## src/sv/audio_level_led_bar_driver_top_defines.svh

```systemverilog
// ----------------------------------------------------------------------------
// audio_level_led_bar_driver_top_defines.svh
// Assertion macros for the LED bar driver. They compile to nothing when
// SYNTHESIS is defined.
// ----------------------------------------------------------------------------
`ifndef AUDIO_LEVEL_LED_BAR_DRIVER_TOP_DEFINES_SVH
`define AUDIO_LEVEL_LED_BAR_DRIVER_TOP_DEFINES_SVH

`ifndef SYNTHESIS

// same-cycle implication
`define ALBD_ASSERT_IMP(label, ante, cons, msg) \
	label: assert property (@(posedge clk) disable iff (!arst_n) (ante) |-> (cons)) \
		else $error(msg);

// next-cycle implication
`define ALBD_ASSERT_NXT(label, ante, cons, msg) \
	label: assert property (@(posedge clk) disable iff (!arst_n) (ante) |=> (cons)) \
		else $error(msg);

`else

`define ALBD_ASSERT_IMP(label, ante, cons, msg)
`define ALBD_ASSERT_NXT(label, ante, cons, msg)

`endif

`endif

```

## src/sv/albd_pkg.sv

```systemverilog
// ----------------------------------------------------------------------------
// albd_pkg
// Types, constants and small tables shared by the LED bar driver modules.
// ----------------------------------------------------------------------------
package albd_pkg;

	// register indexes of the configuration port
	localparam logic [3:0] REG_LED_COUNT    = 4'd0;
	localparam logic [3:0] REG_RGB_ENABLE   = 4'd1;
	localparam logic [3:0] REG_ACTIVE_LEVEL = 4'd2;
	localparam logic [3:0] REG_DUTY_FULL    = 4'd3;

	localparam int CFG_IDX_W  = 4;
	localparam int CFG_DATA_W = 8;

	// number of duty fields on the result word
	localparam int OUT_LEDS = 4;

	// level and peak constants
	localparam logic [15:0] QUIET_LIMIT = 16'd16;
	localparam logic [15:0] PEAK_RESET  = 16'h0100;

	// floor(x / 3) for 16-bit x = (x * 43691) >> 17
	localparam logic [16:0] DIV3_MUL = 17'd43691;
	localparam int          DIV3_SH  = 17;

	// serial divider geometry
	localparam int DVD_W   = 24;
	localparam int DVS_W   = 16;
	localparam int SHORT_W = 16;
	localparam int DCNT_W  = 5;

	typedef enum logic [3:0] {
		ST_IDLE,
		ST_DISPATCH,
		ST_SELECT,
		ST_OVER,
		ST_QDIV,
		ST_QWAIT,
		ST_BLANK,
		ST_PRST,
		ST_SIZE,
		ST_SWAIT,
		ST_POS,
		ST_PWAIT,
		ST_MULF,
		ST_FRAC,
		ST_FWAIT,
		ST_DONE
	} state_t;

	// what the result word carries on the duty fields
	typedef enum logic [1:0] {
		KIND_NONE,
		KIND_ZERO,
		KIND_MARQ,
		KIND_BAR
	} kind_t;

	// divider operation in flight
	typedef enum logic [1:0] {
		OP_Q,
		OP_SIZE,
		OP_POS,
		OP_PART
	} op_t;

	typedef struct packed {
		logic  capture;
		logic  mode_step;
		logic  tick_inc;
		logic  kind_set;
		kind_t kind;
		logic  peak_chk;
		logic  quiet;
		logic  div3;
		logic  q_sat;
		logic  div_start;
		op_t   op;
		logic  blank;
		logic  peak_rst;
		logic  bar_zero;
		logic  mulf;
		logic  load_out;
	} cmd_t;

	typedef struct packed {
		logic mode;
		logic loud;
		logic bar_on;
		logic bar_en;
		logic over;
		logic div3_zero;
		logic size_zero;
		logic div_busy;
		logic div_done;
	} sts_t;

	// marquee pattern, columns 0 and 1; higher LEDs stay dark
	function automatic logic marquee_on(input logic [2:0] step, input logic col);
		logic [1:0] row;
		case (step)
			3'd0: row = 2'b10;
			3'd1: row = 2'b01;
			3'd2: row = 2'b00;
			3'd3: row = 2'b10;
			3'd4: row = 2'b11;
			3'd5: row = 2'b10;
			default: row = 2'b00;
		endcase
		return row[col];
	endfunction

	// colour cycle, returns {red, green, blue}
	function automatic logic [2:0] colour_row(input logic [2:0] row);
		logic [2:0] rgb;
		case (row)
			3'd0: rgb = 3'b100;
			3'd1: rgb = 3'b010;
			3'd2: rgb = 3'b001;
			3'd3: rgb = 3'b110;
			3'd4: rgb = 3'b101;
			3'd5: rgb = 3'b011;
			default: rgb = 3'b000;
		endcase
		return rgb;
	endfunction

endpackage

```

## src/sv/audio_level_led_bar_driver_top.sv

```systemverilog
// ----------------------------------------------------------------------------
// audio_level_led_bar_driver_top
// VU-meter LED bar driver with auto-gain peak tracking, quiet marquee and
// RGB colour cycle, one word per frame tick or mode-change event.
// ----------------------------------------------------------------------------
//
//   channel  handshake             payload
//   -------  --------------------  ------------------------------------------
//   in       in_valid / in_ready   mode, rms_level
//   out      out_valid / out_ready duty_led0..3, duty_write_mask, rgb_*
//   cfg      cfg_we                cfg_index, cfg_data (no wait, no read)
//
// One word is in work at a time. From accept to a loaded result a loud tick
// runs up to four divider passes of 16, 16, 16 and 24 steps, each with a
// one-cycle done pulse. Input is taken again in the cycle after the load.
// The finished word waits in an output register, so a stalled output only
// holds the controller in its last state. Reset needs no clearing pass.
// ----------------------------------------------------------------------------
`include "audio_level_led_bar_driver_top_defines.svh"

module audio_level_led_bar_driver_top #(
	parameter int LED_SLOTS = 4
) (
	input  logic                             clk,
	input  logic                             arst_n,
	input  logic                             in_valid,
	output logic                             in_ready,
	input  logic                             mode,
	input  logic [15:0]                      rms_level,
	output logic                             out_valid,
	input  logic                             out_ready,
	output logic [7:0]                       duty_led0,
	output logic [7:0]                       duty_led1,
	output logic [7:0]                       duty_led2,
	output logic [7:0]                       duty_led3,
	output logic [3:0]                       duty_write_mask,
	output logic                             rgb_red,
	output logic                             rgb_green,
	output logic                             rgb_blue,
	output logic                             rgb_write,
	input  logic                             cfg_we,
	input  logic [albd_pkg::CFG_IDX_W-1:0]   cfg_index,
	input  logic [albd_pkg::CFG_DATA_W-1:0]  cfg_data
);
	import albd_pkg::*;

	cmd_t cmd;
	sts_t sts;

	// sequencer
	albd_ctrl u_ctrl (
		.clk       (clk),
		.arst_n    (arst_n),
		.in_valid  (in_valid),
		.in_ready  (in_ready),
		.out_valid (out_valid),
		.out_ready (out_ready),
		.cmd       (cmd),
		.sts       (sts)
	);

	// datapath
	albd_dp #(
		.LED_SLOTS (LED_SLOTS)
	) u_dp (
		.clk             (clk),
		.arst_n          (arst_n),
		.cmd             (cmd),
		.sts             (sts),
		.mode            (mode),
		.rms_level       (rms_level),
		.cfg_we          (cfg_we),
		.cfg_index       (cfg_index),
		.cfg_data        (cfg_data),
		.duty_led0       (duty_led0),
		.duty_led1       (duty_led1),
		.duty_led2       (duty_led2),
		.duty_led3       (duty_led3),
		.duty_write_mask (duty_write_mask),
		.rgb_red         (rgb_red),
		.rgb_green       (rgb_green),
		.rgb_blue        (rgb_blue),
		.rgb_write       (rgb_write)
	);

	// checks
	`ALBD_ASSERT_NXT(a_one_word, in_valid && in_ready, !in_ready, "second word taken while busy")
	`ALBD_ASSERT_IMP(a_no_overwrite, cmd.load_out, !out_valid || out_ready, "result overwritten")
	`ALBD_ASSERT_IMP(a_div_idle, cmd.div_start, !sts.div_busy, "divider restarted while busy")

endmodule

```

## src/sv/albd_div.sv

```systemverilog
// ----------------------------------------------------------------------------
// albd_div
// Restoring divider, one quotient bit per cycle. Short operations run 16
// steps on the low 16 dividend bits, long ones run all 24.
// ----------------------------------------------------------------------------
module albd_div (
	input  logic                        clk,
	input  logic                        arst_n,
	input  logic                        start,
	input  logic                        long_op,
	input  logic [albd_pkg::DVD_W-1:0]  dividend,
	input  logic [albd_pkg::DVS_W-1:0]  divisor,
	output logic                        busy,
	output logic                        done,
	output logic [albd_pkg::DVD_W-1:0]  quo,
	output logic [albd_pkg::DVS_W-1:0]  rem
);
	import albd_pkg::*;

	logic                busy_q;
	logic                done_q;
	logic [DCNT_W-1:0]   cnt_q;
	logic [DVD_W-1:0]    dvd_q;
	logic [DVD_W-1:0]    quo_q;
	logic [DVS_W-1:0]    acc_q;
	logic [DVS_W-1:0]    dvs_q;
	logic [DVS_W:0]      trial;
	logic                ge;

	// trial subtract of the next partial remainder
	assign trial = {acc_q, dvd_q[DVD_W-1]};
	assign ge    = trial >= {1'b0, dvs_q};

	// control: busy flag, step count, done pulse
	always_ff @(posedge clk or negedge arst_n) begin
		if (!arst_n) begin
			busy_q <= 1'b0;
			done_q <= 1'b0;
			cnt_q  <= '0;
		end else begin
			done_q <= 1'b0;
			if (start) begin
				busy_q <= 1'b1;
				cnt_q  <= long_op ? DCNT_W'(DVD_W) : DCNT_W'(SHORT_W);
			end else if (busy_q) begin
				cnt_q <= cnt_q - DCNT_W'(1);
				if (cnt_q == DCNT_W'(1)) begin
					busy_q <= 1'b0;
					done_q <= 1'b1;
				end
			end
		end
	end

	// datapath: shift in dividend bits, shift out quotient bits
	always_ff @(posedge clk) begin
		if (start) begin
			acc_q <= '0;
			quo_q <= '0;
			dvs_q <= divisor;
			dvd_q <= long_op ? dividend
				: {dividend[SHORT_W-1:0], {(DVD_W-SHORT_W){1'b0}}};
		end else if (busy_q) begin
			acc_q <= ge ? DVS_W'(trial - {1'b0, dvs_q}) : trial[DVS_W-1:0];
			quo_q <= {quo_q[DVD_W-2:0], ge};
			dvd_q <= {dvd_q[DVD_W-2:0], 1'b0};
		end
	end

	assign busy = busy_q;
	assign done = done_q;
	assign quo  = quo_q;
	assign rem  = acc_q;

endmodule

```

## src/sv/albd_dp.sv

```systemverilog
// ----------------------------------------------------------------------------
// albd_dp
// Datapath: configuration registers, tick counter with its residues, peak
// tracking, the serial divider and the result word register.
// ----------------------------------------------------------------------------
module albd_dp #(
	parameter int LED_SLOTS = 4
) (
	input  logic                             clk,
	input  logic                             arst_n,
	input  albd_pkg::cmd_t                   cmd,
	output albd_pkg::sts_t                   sts,
	input  logic                             mode,
	input  logic [15:0]                      rms_level,
	input  logic                             cfg_we,
	input  logic [albd_pkg::CFG_IDX_W-1:0]   cfg_index,
	input  logic [albd_pkg::CFG_DATA_W-1:0]  cfg_data,
	output logic [7:0]                       duty_led0,
	output logic [7:0]                       duty_led1,
	output logic [7:0]                       duty_led2,
	output logic [7:0]                       duty_led3,
	output logic [3:0]                       duty_write_mask,
	output logic                             rgb_red,
	output logic                             rgb_green,
	output logic                             rgb_blue,
	output logic                             rgb_write
);
	import albd_pkg::*;

	localparam int NW = $clog2(LED_SLOTS + 1);

	// configuration
	logic [7:0]  led_count_q;
	logic        rgb_enable_q;
	logic        active_level_q;
	logic [7:0]  duty_full_q;

	// item and block state
	logic        mode_q;
	logic [15:0] level_q;
	logic [31:0] tick_q;
	logic [1:0]  r3_q;
	logic [2:0]  r5_q;
	logic [4:0]  r20_q;
	logic [4:0]  r28_q;
	logic [6:0]  r96_q;
	logic [15:0] peak_q;
	logic [1:0]  fm_q;

	// working registers
	logic [15:0] div3_q;
	logic [1:0]  q_q;
	logic [15:0] size_q;
	logic [7:0]  pos_q;
	logic [15:0] frac_q;
	logic [23:0] prod_q;
	logic [7:0]  part_q;
	kind_t       kind_q;
	op_t         op_q;

	// result word
	logic [7:0]  duty_q [OUT_LEDS];
	logic [3:0]  mask_q;
	logic [2:0]  rgb_q;
	logic        rgb_wr_q;

	logic [NW-1:0]     n_w;
	logic [31:0]       tick_nx;
	logic              wrap;
	logic [32:0]       div3_prod;
	logic              blank_hit;
	logic              div_busy;
	logic              div_done;
	logic [DVD_W-1:0]  div_quo;
	logic [DVS_W-1:0]  div_rem;
	logic [DVD_W-1:0]  dvd_sel;
	logic [DVS_W-1:0]  dvs_sel;
	logic [7:0]        duty_w [OUT_LEDS];
	logic [3:0]        mask_w;
	logic [2:0]        rgb_w;
	logic              rgb_wr_w;
	logic [3:0]        n4;
	logic [3:0]        slot4 [OUT_LEDS];

	// bar LED count in use
	assign n_w = (led_count_q > 8'(LED_SLOTS)) ? NW'(LED_SLOTS) : NW'(led_count_q);
	assign n4  = 4'(n_w);

	// status to controller
	assign sts.mode      = mode_q;
	assign sts.loud      = level_q > QUIET_LIMIT;
	assign sts.bar_on    = led_count_q > 8'd1;
	assign sts.bar_en    = fm_q[1];
	assign sts.over      = level_q > peak_q;
	assign sts.div3_zero = div3_q == '0;
	assign sts.size_zero = size_q == '0;
	assign sts.div_busy  = div_busy;
	assign sts.div_done  = div_done;

	// configuration writes
	always_ff @(posedge clk or negedge arst_n) begin
		if (!arst_n) begin
			led_count_q    <= 8'd2;
			rgb_enable_q   <= 1'b1;
			active_level_q <= 1'b1;
			duty_full_q    <= 8'd20;
		end else if (cfg_we) begin
			case (cfg_index)
				REG_LED_COUNT:    led_count_q    <= cfg_data;
				REG_RGB_ENABLE:   rgb_enable_q   <= cfg_data[0];
				REG_ACTIVE_LEVEL: active_level_q <= cfg_data[0];
				REG_DUTY_FULL:    duty_full_q    <= cfg_data;
				default: ;
			endcase
		end
	end

	// tick counter and residues mod 3, 5, 20, 28, 96; a wrap to zero restarts them
	assign tick_nx = tick_q + 32'd1;
	assign wrap    = tick_nx == '0;

	always_ff @(posedge clk or negedge arst_n) begin
		if (!arst_n) begin
			tick_q <= '0;
			r3_q   <= '0;
			r5_q   <= '0;
			r20_q  <= '0;
			r28_q  <= '0;
			r96_q  <= '0;
		end else if (cmd.tick_inc) begin
			tick_q <= tick_nx;
			r3_q   <= (wrap || r3_q == 2'd2)   ? '0 : r3_q + 2'd1;
			r5_q   <= (wrap || r5_q == 3'd4)   ? '0 : r5_q + 3'd1;
			r20_q  <= (wrap || r20_q == 5'd19) ? '0 : r20_q + 5'd1;
			r28_q  <= (wrap || r28_q == 5'd27) ? '0 : r28_q + 5'd1;
			r96_q  <= (wrap || r96_q == 7'd95) ? '0 : r96_q + 7'd1;
		end
	end

	// function mode: 3 -> 2 -> 0 -> 3, unused code goes to 3
	always_ff @(posedge clk or negedge arst_n) begin
		if (!arst_n) begin
			fm_q <= 2'd3;
		end else if (cmd.mode_step) begin
			case (fm_q)
				2'd3: fm_q <= 2'd2;
				2'd2: fm_q <= 2'd0;
				default: fm_q <= 2'd3;
			endcase
		end
	end

	// blank check: tick mod (5 - q) == 0
	always_comb begin
		case (q_q)
			2'd0: blank_hit = r5_q == '0;
			2'd1: blank_hit = tick_q[1:0] == 2'd0;
			2'd2: blank_hit = r3_q == '0;
			default: blank_hit = tick_q[0] == 1'b0;
		endcase
	end

	// peak tracking
	always_ff @(posedge clk or negedge arst_n) begin
		if (!arst_n) begin
			peak_q <= PEAK_RESET;
		end else begin
			if (cmd.quiet) begin
				peak_q <= PEAK_RESET;
			end else if (cmd.peak_chk && {1'b0, level_q} > {peak_q, 1'b0}) begin
				peak_q <= level_q;
			end else if (cmd.peak_rst && r20_q == '0) begin
				peak_q <= PEAK_RESET;
			end
		end
	end

	// divider operands
	always_comb begin
		case (cmd.op)
			OP_Q: begin
				dvd_sel = DVD_W'(level_q - peak_q);
				dvs_sel = div3_q;
			end
			OP_SIZE: begin
				dvd_sel = DVD_W'(peak_q);
				dvs_sel = DVS_W'(n_w) + DVS_W'(1);
			end
			OP_POS: begin
				dvd_sel = DVD_W'(level_q);
				dvs_sel = size_q;
			end
			default: begin
				dvd_sel = prod_q;
				dvs_sel = size_q;
			end
		endcase
	end

	albd_div u_div (
		.clk      (clk),
		.arst_n   (arst_n),
		.start    (cmd.div_start),
		.long_op  (cmd.op == OP_PART),
		.dividend (dvd_sel),
		.divisor  (dvs_sel),
		.busy     (div_busy),
		.done     (div_done),
		.quo      (div_quo),
		.rem      (div_rem)
	);

	assign div3_prod = peak_q * DIV3_MUL;

	// item capture and working registers
	always_ff @(posedge clk) begin
		if (cmd.capture) begin
			mode_q  <= mode;
			level_q <= rms_level;
		end else if (cmd.blank && blank_hit) begin
			level_q <= '0;
		end
		if (cmd.div3) begin
			div3_q <= div3_prod[DIV3_SH +: 16];
		end
		if (cmd.q_sat) begin
			q_q <= 2'd3;
		end
		if (cmd.div_start) begin
			op_q <= cmd.op;
		end
		if (cmd.mulf) begin
			prod_q <= 24'(frac_q * duty_full_q);
		end
		if (cmd.bar_zero) begin
			pos_q  <= '0;
			part_q <= '0;
		end
		if (div_done) begin
			case (op_q)
				OP_Q: q_q <= (div_quo > DVD_W'(3)) ? 2'd3 : div_quo[1:0];
				OP_SIZE: size_q <= div_quo[15:0];
				OP_POS: begin
					pos_q  <= (div_quo[DVD_W-1:8] != '0) ? 8'd255 : div_quo[7:0];
					frac_q <= div_rem;
				end
				default: part_q <= div_quo[7:0];
			endcase
		end
	end

	always_ff @(posedge clk or negedge arst_n) begin
		if (!arst_n) begin
			kind_q <= KIND_NONE;
		end else if (cmd.kind_set) begin
			kind_q <= cmd.kind;
		end
	end

	// result word assembly
	always_comb begin
		mask_w = '0;
		for (int k = 0; k < OUT_LEDS; k++) begin
			slot4[k]  = n4 - 4'd1 - 4'(k);
			duty_w[k] = '0;
			if (4'(k) < n4) begin
				case (kind_q)
					KIND_ZERO: mask_w[k] = 1'b1;
					KIND_MARQ: begin
						if (tick_q[1:0] == 2'd0) begin
							mask_w[k] = 1'b1;
							if (k < 2 && marquee_on(r28_q[4:2], 1'(k))) begin
								duty_w[k] = duty_full_q;
							end
						end
					end
					KIND_BAR: begin
						mask_w[k] = 1'b1;
						if (8'(slot4[k]) < pos_q) begin
							duty_w[k] = duty_full_q;
						end else if (8'(slot4[k]) == pos_q) begin
							duty_w[k] = part_q;
						end
					end
					default: ;
				endcase
			end
		end
		rgb_wr_w = !mode_q && rgb_enable_q && tick_q[3:0] == 4'd0;
		rgb_w    = '0;
		if (rgb_wr_w) begin
			rgb_w = fm_q[0] ? colour_row(r96_q[6:4]) : {3{~active_level_q}};
		end
	end

	// result word register
	always_ff @(posedge clk) begin
		if (cmd.load_out) begin
			duty_q   <= duty_w;
			mask_q   <= mask_w;
			rgb_q    <= rgb_w;
			rgb_wr_q <= rgb_wr_w;
		end
	end

	assign duty_led0       = duty_q[0];
	assign duty_led1       = duty_q[1];
	assign duty_led2       = duty_q[2];
	assign duty_led3       = duty_q[3];
	assign duty_write_mask = mask_q;
	assign rgb_red         = rgb_q[2];
	assign rgb_green       = rgb_q[1];
	assign rgb_blue        = rgb_q[0];
	assign rgb_write       = rgb_wr_q;

endmodule

```

## src/sv/albd_ctrl.sv

```systemverilog
// ----------------------------------------------------------------------------
// albd_ctrl
// Controller: sequences one word through the datapath and owns both
// handshakes.
// ----------------------------------------------------------------------------
module albd_ctrl (
	input  logic            clk,
	input  logic            arst_n,
	input  logic            in_valid,
	output logic            in_ready,
	output logic            out_valid,
	input  logic            out_ready,
	output albd_pkg::cmd_t  cmd,
	input  albd_pkg::sts_t  sts
);
	import albd_pkg::*;

	state_t state_q;
	state_t state_nx;
	logic   out_valid_q;
	logic   out_free;

	assign out_free = !out_valid_q || out_ready;

	// state register
	always_ff @(posedge clk or negedge arst_n) begin
		if (!arst_n) begin
			state_q <= ST_IDLE;
		end else begin
			state_q <= state_nx;
		end
	end

	// next state
	always_comb begin
		state_nx = state_q;
		case (state_q)
			ST_IDLE:     if (in_valid) state_nx = ST_DISPATCH;
			ST_DISPATCH: state_nx = sts.mode ? ST_DONE : ST_SELECT;
			ST_SELECT: begin
				if (sts.bar_on && sts.bar_en && sts.loud) begin
					state_nx = ST_OVER;
				end else begin
					state_nx = ST_DONE;
				end
			end
			ST_OVER:  state_nx = sts.over ? ST_QDIV : ST_PRST;
			ST_QDIV:  state_nx = sts.div3_zero ? ST_BLANK : ST_QWAIT;
			ST_QWAIT: if (sts.div_done) state_nx = ST_BLANK;
			ST_BLANK: state_nx = ST_PRST;
			ST_PRST:  state_nx = ST_SIZE;
			ST_SIZE:  state_nx = ST_SWAIT;
			ST_SWAIT: if (sts.div_done) state_nx = ST_POS;
			ST_POS:   state_nx = sts.size_zero ? ST_DONE : ST_PWAIT;
			ST_PWAIT: if (sts.div_done) state_nx = ST_MULF;
			ST_MULF:  state_nx = ST_FRAC;
			ST_FRAC:  state_nx = ST_FWAIT;
			ST_FWAIT: if (sts.div_done) state_nx = ST_DONE;
			ST_DONE:  if (out_free) state_nx = ST_IDLE;
			default:  state_nx = ST_IDLE;
		endcase
	end

	// commands
	always_comb begin
		cmd      = '0;
		cmd.kind = KIND_NONE;
		cmd.op   = OP_Q;
		case (state_q)
			ST_IDLE: cmd.capture = in_valid;
			ST_DISPATCH: begin
				cmd.mode_step = sts.mode;
				cmd.tick_inc  = !sts.mode;
				cmd.kind_set  = 1'b1;
			end
			ST_SELECT: begin
				if (sts.bar_on) begin
					cmd.kind_set = 1'b1;
					if (!sts.bar_en) begin
						cmd.kind = KIND_ZERO;
					end else if (!sts.loud) begin
						cmd.kind  = KIND_MARQ;
						cmd.quiet = 1'b1;
					end else begin
						cmd.kind     = KIND_BAR;
						cmd.peak_chk = 1'b1;
					end
				end
			end
			ST_OVER: cmd.div3 = sts.over;
			ST_QDIV: begin
				cmd.q_sat     = sts.div3_zero;
				cmd.div_start = !sts.div3_zero;
				cmd.op        = OP_Q;
			end
			ST_BLANK: cmd.blank = 1'b1;
			ST_PRST:  cmd.peak_rst = 1'b1;
			ST_SIZE: begin
				cmd.div_start = 1'b1;
				cmd.op        = OP_SIZE;
			end
			ST_POS: begin
				cmd.bar_zero  = sts.size_zero;
				cmd.div_start = !sts.size_zero;
				cmd.op        = OP_POS;
			end
			ST_MULF: cmd.mulf = 1'b1;
			ST_FRAC: begin
				cmd.div_start = 1'b1;
				cmd.op        = OP_PART;
			end
			ST_DONE: cmd.load_out = out_free;
			default: ;
		endcase
	end

	// output word valid
	always_ff @(posedge clk or negedge arst_n) begin
		if (!arst_n) begin
			out_valid_q <= 1'b0;
		end else if (cmd.load_out) begin
			out_valid_q <= 1'b1;
		end else if (out_ready) begin
			out_valid_q <= 1'b0;
		end
	end

	assign in_ready  = state_q == ST_IDLE;
	assign out_valid = out_valid_q;

endmodule
```

## config.mk

```make
export PLATFORM = sky130hd
export DESIGN_NAME = audio_level_led_bar_driver_top
export DESIGN_NICKNAME = d
export VERILOG_FILES = /design/src/sv/albd_pkg.sv /design/src/sv/audio_level_led_bar_driver_top.sv /design/src/sv/albd_div.sv /design/src/sv/albd_dp.sv /design/src/sv/albd_ctrl.sv
export VERILOG_INCLUDE_DIRS = /design/src /design/src/sv
export SDC_FILE = /design/constraint.sdc
export NUM_CORES = 1
export LEC_CHECK = 0
export BUFFER_PORTS_ARGS = -buffer_cell sky130_fd_sc_hd__buf_4
export CAP_MARGIN = 20
export CELL_PAD_IN_SITES_DETAIL_PLACEMENT = 1
export CELL_PAD_IN_SITES_GLOBAL_PLACEMENT = 1
export CORE_ASPECT_RATIO = 2
export CORE_MARGIN = 1.5
export CORE_UTILIZATION = 30
export CTS_CLUSTER_SIZE = 25
export DETAILED_ROUTE_END_ITERATION = 16
export PLACE_DENSITY = 0.58
export SLEW_MARGIN = 5
export SYNTH_ARGS = -nofsm -noshare
export SYNTH_HDL_FRONTEND = slang
export SYNTH_SLANG_ARGS = --single-unit
```

## constraint.sdc

```tcl
create_clock -name clk -period 6.3 [get_ports clk]
set_clock_uncertainty 0.1 [all_clocks]
set_input_delay 0 -clock clk [delete_from_list [all_inputs] [get_ports clk]]
set_output_delay 0 -clock clk [all_outputs]
set_load 0.05 [all_outputs]
```

==> metrics.yaml, run 1 <==
clock.fmax_mhz: 169
cpMostUsedCell: "fa_1"
firstDrtPassIters: 6
hpwl_microns: 64200
worst-path-buf-inv: 2
postLayoutCoreUtil: 0.346
vdd_drop_max_v: 0.000239
post_dp_cell_area_sq_um: 27100
synth-seq-cells: 332
initial_core_util: 0.303
fillers: 9373
ys_seq_area_frac: 0.351
post_drt_via_cell_ratio: 5.10
clockRootBuffer: "clkbuf_16"
drt_iter0_drc: 694
ant_nets: 0
async_flop_share: 0.313
start_kind: "flip-flop"
dieArea_sq_um: 86200
antenna_found_initial: 0
tns_ps: 0
path_max_fanout: 7
post_cts_buffers: 0
areaGrowthSynthToFinish_pct: 14.1
path_clk_slew_ps: 60
synth_cell_types: 81
grt_pass1_vias: 21700
rsz0062_at_grt: "false"
worst_pin_slew_ps: 1180
final_max_slew_viol_count: 0
cts_buffers: 37
final_cell_mix: "376 x inv_1, 252 x ha_1, 216 x nand2_1"
die_x_microns: 208
grt_max_degree: 69
crit_chain: "ha_1 -> xor2_2 -> ha_1 -> inv_1 -> fa_1 -> inv_1 -> fa_1 -> fa_1 -> fa_1 -> ha_1 -> and3_1 -> a221oi_2 -> o21ai_1 -> a22oi_1 -> nand2_1 -> a311o_1 -> a31oi_1 -> xor2_1"
setup_viol: 0
synth_warnings: 0
worstHoldStart: "cfg_data[1]"
critPathKind: "reg2reg"
period_minus_slack_ps: 5910
p_total_w: 0.0147
drt-wirelength-per-cell_microns: 21.2
endpoint_kind: "flip-flop"
clk_latency_ps: 590
cpPeakStageDelay_ps: 550
synth_flop_cell: "edfxtp_1"
portBuffers: 75
synth_top_cell_by_area: "edfxtp_1"
routed_wl_microns: 79900
critical_path_required_ps: 6510
slew_headroom: 0.207
period_share: 0.938
drv_cap: 0
reg2reg_to: "u_dp.div3_q[14]"
syn_area_sq_um: 25300
drc_errors: 0
pwr_density_cell_nw_per_um2: 508
num_rows: 150
path_delay_family: "adder cells"
finalHoldViolations: 0
status: "finished, final reports clean"
arrival_ps: 6120
syn_avg_cell_area_sq_um: 9.81
synth_enable_flop_cells: 170
design_area_sq_um: 28900
multiInputGateArea_sq_um: 14700
n_antenna_cell: 0
final_nets: 3133
final_common_cell: "inv_1"
cts_sinks: 332
synth_top_area_frac: 0.202
num_vias: 19300
netlist_instances: 2579
fin_hold_ws_ps: 112
routabilityCongestion: 0.920
tritoncts: "built"
timing.rr.start: "u_dp.peak_q[0]"
grtUsageTotal: 0.188
drive_gt1_frac: 0.0840
ios: 76
hold_path_class: "in2reg"
rrSetupSlack_ps: 390
die_h_microns: 414
rr_worst_depth: 18
cts_htree_levels: 2
netlist_top_cells_area: "edfxtp_1 20%, fa_1 13%, ha_1 12%"
grt_first_pass_wirelength_microns: 125000
p_leak_nw: 13.0
clk_path_buf_depth: 3
hold_end: "u_dp.duty_full_q[1]"
hold_depth: 3
core_sq_um: 83500
synth_fp_nets: 3028
regArea_sq_um: 8880
cp_slowest_cell: "fa_1"
overflow: 0
metal layers:
layer  up-vias  part of all wire  track usage
met4         0             0.039       0.0779
met5         -                 0            0
met3       118             0.018       0.0125
met2       258              0.60        0.399
li1       9035                 -            -
met1      9862              0.35        0.182
cells in the mapped netlist, drive strengths merged (42+ instances only):
library cell / n
mux2i: 54
ha: 252
inv: 376
fa: 163
edfxtp: 170
dfxtp: 58
nor2: 166
nand3: 60
dfrtp: 96
a22oi: 42
xnor2: 62
and2: 120
nand2: 217
o21ai: 108
a21oi: 94
clkbuf: 64
worst max path at each step:
stage / start / slack [ps] / endpoint / cells past startpoint
final: u_dp.peak_q[0] / 390 / u_dp.div3_q[14] / 18
after global routing: u_dp.peak_q[0] / 80 / u_dp.div3_q[14] / 18
after CTS: u_dp.peak_q[2] / 180 / u_dp.div3_q[14] / 18
after detailed placement: u_dp.peak_q[2] / 220 / u_dp.div3_q[14] / 18
after global placement: u_dp.peak_q[2] / 210 / u_dp.div3_q[14] / 18
after floorplan: u_dp.peak_q[1] / 720 / u_dp.div3_q[14] / 18
logic make-up after synthesis:
| kind of cell | Yosys count | synth area share |
|---|---|---|
| adder cells (fa/ha/maj) | 415 | 0.254 |
| AND/OR/NAND/NOR | 749 | 0.146 |
| AO/OA/AOI/OAI | 458 | 0.118 |
| buffers and inverters | 459 | 0.0694 |
| XOR/XNOR | 93 | 0.0322 |
| multiplexers | 73 | 0.0298 |
| flip-flops | 332 | 0.351 |
final cells by class:
cell class	count	share of cell area
multi-input combinational	1788	0.510
clock buffer	48	0.0363
timing repair buffer	147	0.0427
tap	1064	0.0461
inverter	378	0.0491
sequential	332	0.308
clock inverter	20	0.00828
timing repair:
item / 4_1_cts / 5_1_grt
hold endpoints to repair: 85 / 0
gates resized for setup: 0 / 4
setup endpoints to repair: 0 / 2
hold buffers: 39 / 0
report_power, final:
| part | total [W] | leakage (nW) | switching, W | internal (W) |
|---|---|---|---|---|
| combinational | 0.00862 | 8.97 | 0.00531 | 0.00331 |
| clock | 0.00231 | 0.613 | 0.000990 | 0.00132 |
| sequential | 0.00374 | 3.44 | 0.000560 | 0.00318 |
tightest hold or removal path, delay by kind of cell:
kind,cells,cell delay [ps]
buf+inv,2,630
mux,1,130
per-stage QoR:
step	worst slack, ps	std cells
after floorplan	715	2579
after global placement	206	3667
after detailed placement	222	3668
after CTS	180	3775
after global routing	81.3	3777
final	391	3777
state kept, by name, indices dropped and copies added (netlist names), 7 cells and up:
| register | cells |
|---|---|
| u_dp.prod_q | 24 |
| u_dp.duty_led3 | 8 |
| u_dp.tick_q | 32 |
| u_dp.level_q | 16 |
| u_dp.duty_full_q | 8 |
| u_dp.duty_led0 | 8 |
| u_dp.r96_q | 7 |
| u_dp.size_q | 16 |
| u_dp.u_div.dvd_q | 24 |
| u_dp.pos_q | 8 |
| u_dp.u_div.quo | 24 |
| u_dp.duty_led2 | 8 |
| u_dp.peak_q | 16 |
| u_dp.led_count_q | 8 |
| u_dp.frac_q | 16 |
| u_dp.div3_q | 15 |
| u_dp.duty_led1 | 8 |
| u_dp.u_div.dvs_q | 16 |
| u_dp.part_q | 8 |
| u_dp.u_div.rem | 16 |
(Power assumes the default switching activity.)
==> run 2: changes to the inputs <==
--- a/config.mk
+++ b/config.mk
@@ -6,7 +6,6 @@
 export SDC_FILE = /design/constraint.sdc
 export NUM_CORES = 1
 export LEC_CHECK = 0
-export BUFFER_PORTS_ARGS = -buffer_cell sky130_fd_sc_hd__buf_4
 export CAP_MARGIN = 20
 export CELL_PAD_IN_SITES_DETAIL_PLACEMENT = 1
 export CELL_PAD_IN_SITES_GLOBAL_PLACEMENT = 1
@@ -15,7 +14,9 @@
 export CORE_UTILIZATION = 30
 export CTS_CLUSTER_SIZE = 25
 export DETAILED_ROUTE_END_ITERATION = 16
-export PLACE_DENSITY = 0.58
+export DONT_BUFFER_PORTS = 1
+export PLACE_DENSITY = 0.57
+export RECOVER_POWER = 50
 export SLEW_MARGIN = 5
 export SYNTH_ARGS = -nofsm -noshare
 export SYNTH_HDL_FRONTEND = slang
==> run 2 against run 1 <==
The flow now finishes with violations (max-capacitance violations, max-slew violations). Critical path type unchanged. Sequential share of layout area is 0.51 points higher. Cell area is 1.6% lower. Fmax is 1.1% lower. Cell count is 1.5% lower. First-iteration DRC count is 13% higher. Utilization is 0.57 points lower. Die area stayed put.
==> metrics.yaml, run 2 (synthesized netlist as in run 1, its figures left out) <==
status: "complete, but fails checks"
violations: "max-capacitance violations, max-slew violations"
p_leak_nw: 12.7
period_minus_slack_ps: 5970
drt-wirelength-per-cell_microns: 21.6
dieArea_sq_um: 86200
antenna_found_initial: 1
cts_sinks: 332
vdd_drop_max_v: 0.000237
tritoncts: "built"
clk_path_buf_depth: 3
clock.fmax_mhz: 167
post_drt_via_cell_ratio: 5.12
cts_buffers: 38
die_x_microns: 208
tns_ps: 0
final_max_slew_viol_count: 203
arrival_ps: 6170
critical_path_required_ps: 6500
grt_first_pass_wirelength_microns: 124000
endpoint_kind: "flip-flop"
routed_wl_microns: 80200
cpMostUsedCell: "fa_1"
cpPeakStageDelay_ps: 550
overflow: 0
largest_register: "u_dp.tick_q"
grtUsageTotal: 0.188
firstDrtPassIters: 5
start_kind: "flip-flop"
drt_iter0_drc: 784
worst_pin_slew_ps: 2720
clockRootBuffer: "clkbuf_16"
post_cts_buffers: 0
clk_latency_ps: 600
largest_reg_flops: 32
areaGrowthSynthToFinish_pct: 12.3
ant_nets: 0
die_h_microns: 414
path_clk_slew_ps: 80
ios: 76
setup_viol: 0
drv_cap: 5
final_nets: 3075
cts_htree_levels: 2
path_max_fanout: 5
initial_core_util: 0.303
final_cell_mix: "376 x inv_1, 252 x ha_1, 216 x nand2_1"
cp_slowest_cell: "fa_1"
period_share: 0.948
p_total_w: 0.0147
num_vias: 19100
critPathKind: "reg2reg"
pwr_density_cell_nw_per_um2: 517
portBuffers: 0
design_area_sq_um: 28400
finalHoldViolations: 0
grt_max_degree: 69
worst-path-buf-inv: 2
hold_path_class: "in2reg"
final_common_cell: "inv_1"
drive_gt1_frac: 0.0505
grt_pass1_vias: 21300
drc_errors: 0
path_delay_family: "adder cells"
core_sq_um: 83500
slew_headroom: -0.811
post_dp_cell_area_sq_um: 26600
num_rows: 150
routabilityCongestion: 0.848
hpwl_microns: 64200
rsz0062_at_grt: "false"
fin_hold_ws_ps: 17.2
crit_chain: "ha_1 -> xor2_1 -> ha_1 -> inv_1 -> fa_1 -> inv_1 -> fa_1 -> fa_1 -> fa_1 -> ha_1 -> and3_1 -> a221oi_2 -> o21ai_0 -> a22oi_1 -> nand2_1 -> a311o_1 -> a31oi_1 -> xor2_1"
run 2: cell count changes in the layout (fill, tap and decap cells not counted), sizes merged:
cell / delta
buf: -82
bufinv: +4
diode: +1
clkbuf: +9
clkinvlp: -5
clkinv: +3
dlygate4sd3: +14
run 2: worst paths after layout:
path	slack (ps)	depth (start not counted)	to	startpoint
setup reg to reg	330	18	u_dp.div3_q[14]	u_dp.peak_q[1]
min in group asynchronous	1320	3	u_dp.duty_full_q[3]	arst_n
hold reg to reg	380	2	u_dp.pos_q[7]	u_dp.pos_q[7]
max in group asynchronous	1860	4	u_dp.tick_q[13]	arst_n
setup / recovery	330	18	u_dp.div3_q[14]	u_dp.peak_q[1]
hold / removal	20	2	u_dp.duty_full_q[0]	cfg_index[0]
run 2: final cells by class:
type | count | area [sq um]
clock inverter | 22 | 309
tap | 1064 | 1330
antenna | 1 | 2.50
multi-input combinational | 1788 | 14700
fill | 9428 | 55100
timing repair buffer | 88 | 752
sequential | 332 | 8880
clock buffer | 48 | 1020
inverter | 378 | 1420
run 2: layer usage:
metal | track usage | share of wire | vias to the layer above
li1 | - | - | 8929
met1 | 0.183 | 0.35 | 9716
met2 | 0.392 | 0.59 | 274
met3 | 0.0169 | 0.022 | 133
met4 | 0.0826 | 0.042 | 0
met5 | 0 | 0 | -
run 2: power by group:
part / leakage [nW] / switching [W] / internal (W)
Combinational: 8.65 / 0.00509 / 0.00321
Clock: 0.649 / 0.000989 / 0.00145
Sequential: 3.44 / 0.000763 / 0.00320
Total: 12.7 / 0.00684 / 0.00785
run 2: timing repair:
item / CTS / global route
hold endpoints to repair: 147 / 0
setup endpoints to repair: 0 / 1
hold buffers: 54 / 0
resized for setup: 0 / 1
run 2: metrics by stage:
stage	worst slack, ps	std cells	utilization
finish	328	3721	0.340
global route	90.6	3721	0.340
CTS	238	3719	0.341
detailed placement	268	3595	0.318
global placement	388	3593	0.318
floorplan	715	2579	-
==> run 3: changes to the inputs <==
--- a/config.mk
+++ b/config.mk
@@ -15,7 +15,7 @@
 export CTS_CLUSTER_SIZE = 25
 export DETAILED_ROUTE_END_ITERATION = 16
 export DONT_BUFFER_PORTS = 1
-export PLACE_DENSITY = 0.57
+export PLACE_DENSITY_LB_ADDON = 0.1
 export RECOVER_POWER = 50
 export SLEW_MARGIN = 5
 export SYNTH_ARGS = -nofsm -noshare
==> run 3 against run 2 <==
Highest routed layer unchanged. Via count is 0.68% lower. Cell area grew 0.14%. Largest power group unchanged. Non-clock buffer count grew 12. Critical path type unchanged. Global-route usage grew 1.2 points. Fmax is 0.18% higher. Worst hold slack better by 19 ps. Sequential cell count is the same. Register-to-register slack about the same. Cell count increased by 0.30%. Utilization barely moved. Worst setup slack better by 11 ps. The flow still finishes with violations (max-capacitance violations, max-slew violations). Sequential share of layout area about the same.
==> metrics.yaml, run 3 (synthesized netlist as in run 1, its figures left out) <==
overflow: 0
grt_max_degree: 56
num_vias: 18900
drv_cap: 4
worst_pin_slew_ps: 3680
largest_reg_flops: 32
grtUsageTotal: 0.200
postLayoutCoreUtil: 0.341
clk_path_buf_depth: 3
clock.fmax_mhz: 168
firstDrtPassIters: 5
cts_sinks: 332
drt_iter0_drc: 742
setup_viol: 0
ant_nets: 0
endpoint_kind: "flip-flop"
finalHoldViolations: 0
critical_path_required_ps: 6510
drc_errors: 0
vdd_drop_max_v: 0.000260
final_max_slew_viol_count: 168
ios: 76
core_sq_um: 83500
cts_buffers: 38
post_drt_via_cell_ratio: 5.07
grt_first_pass_wirelength_microns: 129000
routabilityCongestion: 0.881
slew_headroom: -1.46
post_dp_cell_area_sq_um: 26700
grt_pass1_vias: 21300
rsz0062_at_grt: "false"
largest_register: "u_dp.tick_q"
antenna_found_initial: 0
tns_ps: 0
clockRootBuffer: "clkbuf_16"
num_rows: 150
clk_latency_ps: 590
violations: "max-capacitance violations, max-slew violations"
initial_core_util: 0.303
arrival_ps: 6180
start_kind: "flip-flop"
status: "complete, but fails checks"
p_leak_nw: 12.8
final_common_cell: "inv_1"
design_area_sq_um: 28400
die_x_microns: 208
final_nets: 3087
hpwl_microns: 68000
path_max_fanout: 5
period_minus_slack_ps: 5960
path_clk_slew_ps: 70
period_share: 0.946
drive_gt1_frac: 0.0513
dieArea_sq_um: 86200
tritoncts: "built"
critPathKind: "reg2reg"
hold_path_class: "in2reg"
drt-wirelength-per-cell_microns: 22.7
die_h_microns: 414
cts_htree_levels: 2
routed_wl_microns: 84700
final_cell_mix: "376 x inv_1, 252 x ha_1, 216 x nand2_1"
n_antenna_cell: 0
pwr_density_cell_nw_per_um2: 516
portBuffers: 0
areaGrowthSynthToFinish_pct: 12.4
==> run 3: cell count changes in the layout (fill, tap and decap cells not counted), moves of 2 or more <==
cell	before	now
clkinv_1	5	7
dlygate4sd3_1	52	54
bufinv_16	7	4
clkbuf_1	17	20
buf_4	25	31
==> run 3: final timing paths <==
check	to	slack (ps)	startpoint	cells after the start
max	u_dp.div3_q[14]	340	u_dp.peak_q[1]	18
min	u_dp.duty_full_q[0]	40	cfg_index[0]	2
max reg2reg	u_dp.div3_q[14]	340	u_dp.peak_q[1]	18
min reg2reg	u_dp.pos_q[6]	380	u_dp.pos_q[6]	2
max in group asynchronous	u_dp.tick_q[21]	1450	arst_n	4
min in group asynchronous	u_dp.kind_q[1]	1720	arst_n	3
==> run 3: where the power goes <==
| part | leakage [nW] | internal, W | switching (W) | total (W) |
|---|---|---|---|---|
| sequential | 3.44 | 0.00319 | 0.000752 | 0.00394 |
| combinational | 8.71 | 0.00324 | 0.00517 | 0.00841 |
| clock | 0.618 | 0.00133 | 0.00100 | 0.00234 |
==> run 3: final cells by class <==
type                    instances  area [sq um]
multi-input cells            1788         14700
repair buffers                100           872
clock buffers                  50          1040
flip-flops and latches        332          8880
clock inverters                20           219
fillers                      9427         55100
inverters                     378          1420
well taps                    1064          1330
==> run 3: repair_timing <==
action | CTS | global route
buffers inserted | 0 | 0
hold buffers | 56 | 0
gates resized for setup | 0 | 1
hold endpoints to repair | 144 | 0
endpoints found under the setup margin | 0 | 1
==> run 3: metal layers <==
metal | global-route usage | up-vias | part of all wire
li1 | - | 8970 | -
met1 | 0.191 | 9542 | 0.34
met2 | 0.415 | 275 | 0.58
met3 | 0.0199 | 135 | 0.025
met4 | 0.0968 | 0 | 0.051
met5 | 0 | - | 0
==> run 3: metrics by stage <==
step | std cells | worst slack [ps] | power, W | hold WS [ps]
floorplan | 2579 | 715 | 0.00958 | -396
global placement | 3603 | 287 | 0.0124 | -389
detailed placement | 3603 | 215 | 0.0125 | -390
CTS | 3729 | 235 | 0.0151 | 0.595
global route | 3732 | 31.2 | 0.0161 | 41.9
finish | 3732 | 339 | 0.0147 | 35.9
==> run 3: worst max-delay path, cell delays in order (launching register included) <==
cell and delay [ps]:
dfrtp_1 380, ha_1 370, xor2_1 210, ha_1 300, inv_1 50, fa_1 540, inv_1 60, fa_1 500
fa_1 520, fa_1 530, ha_1 350, and3_1 170, a221oi_1 360, o21ai_1 170, a22oi_1 230, nand2_1 190
a311o_1 380, a31oi_1 200, xor2_1 80
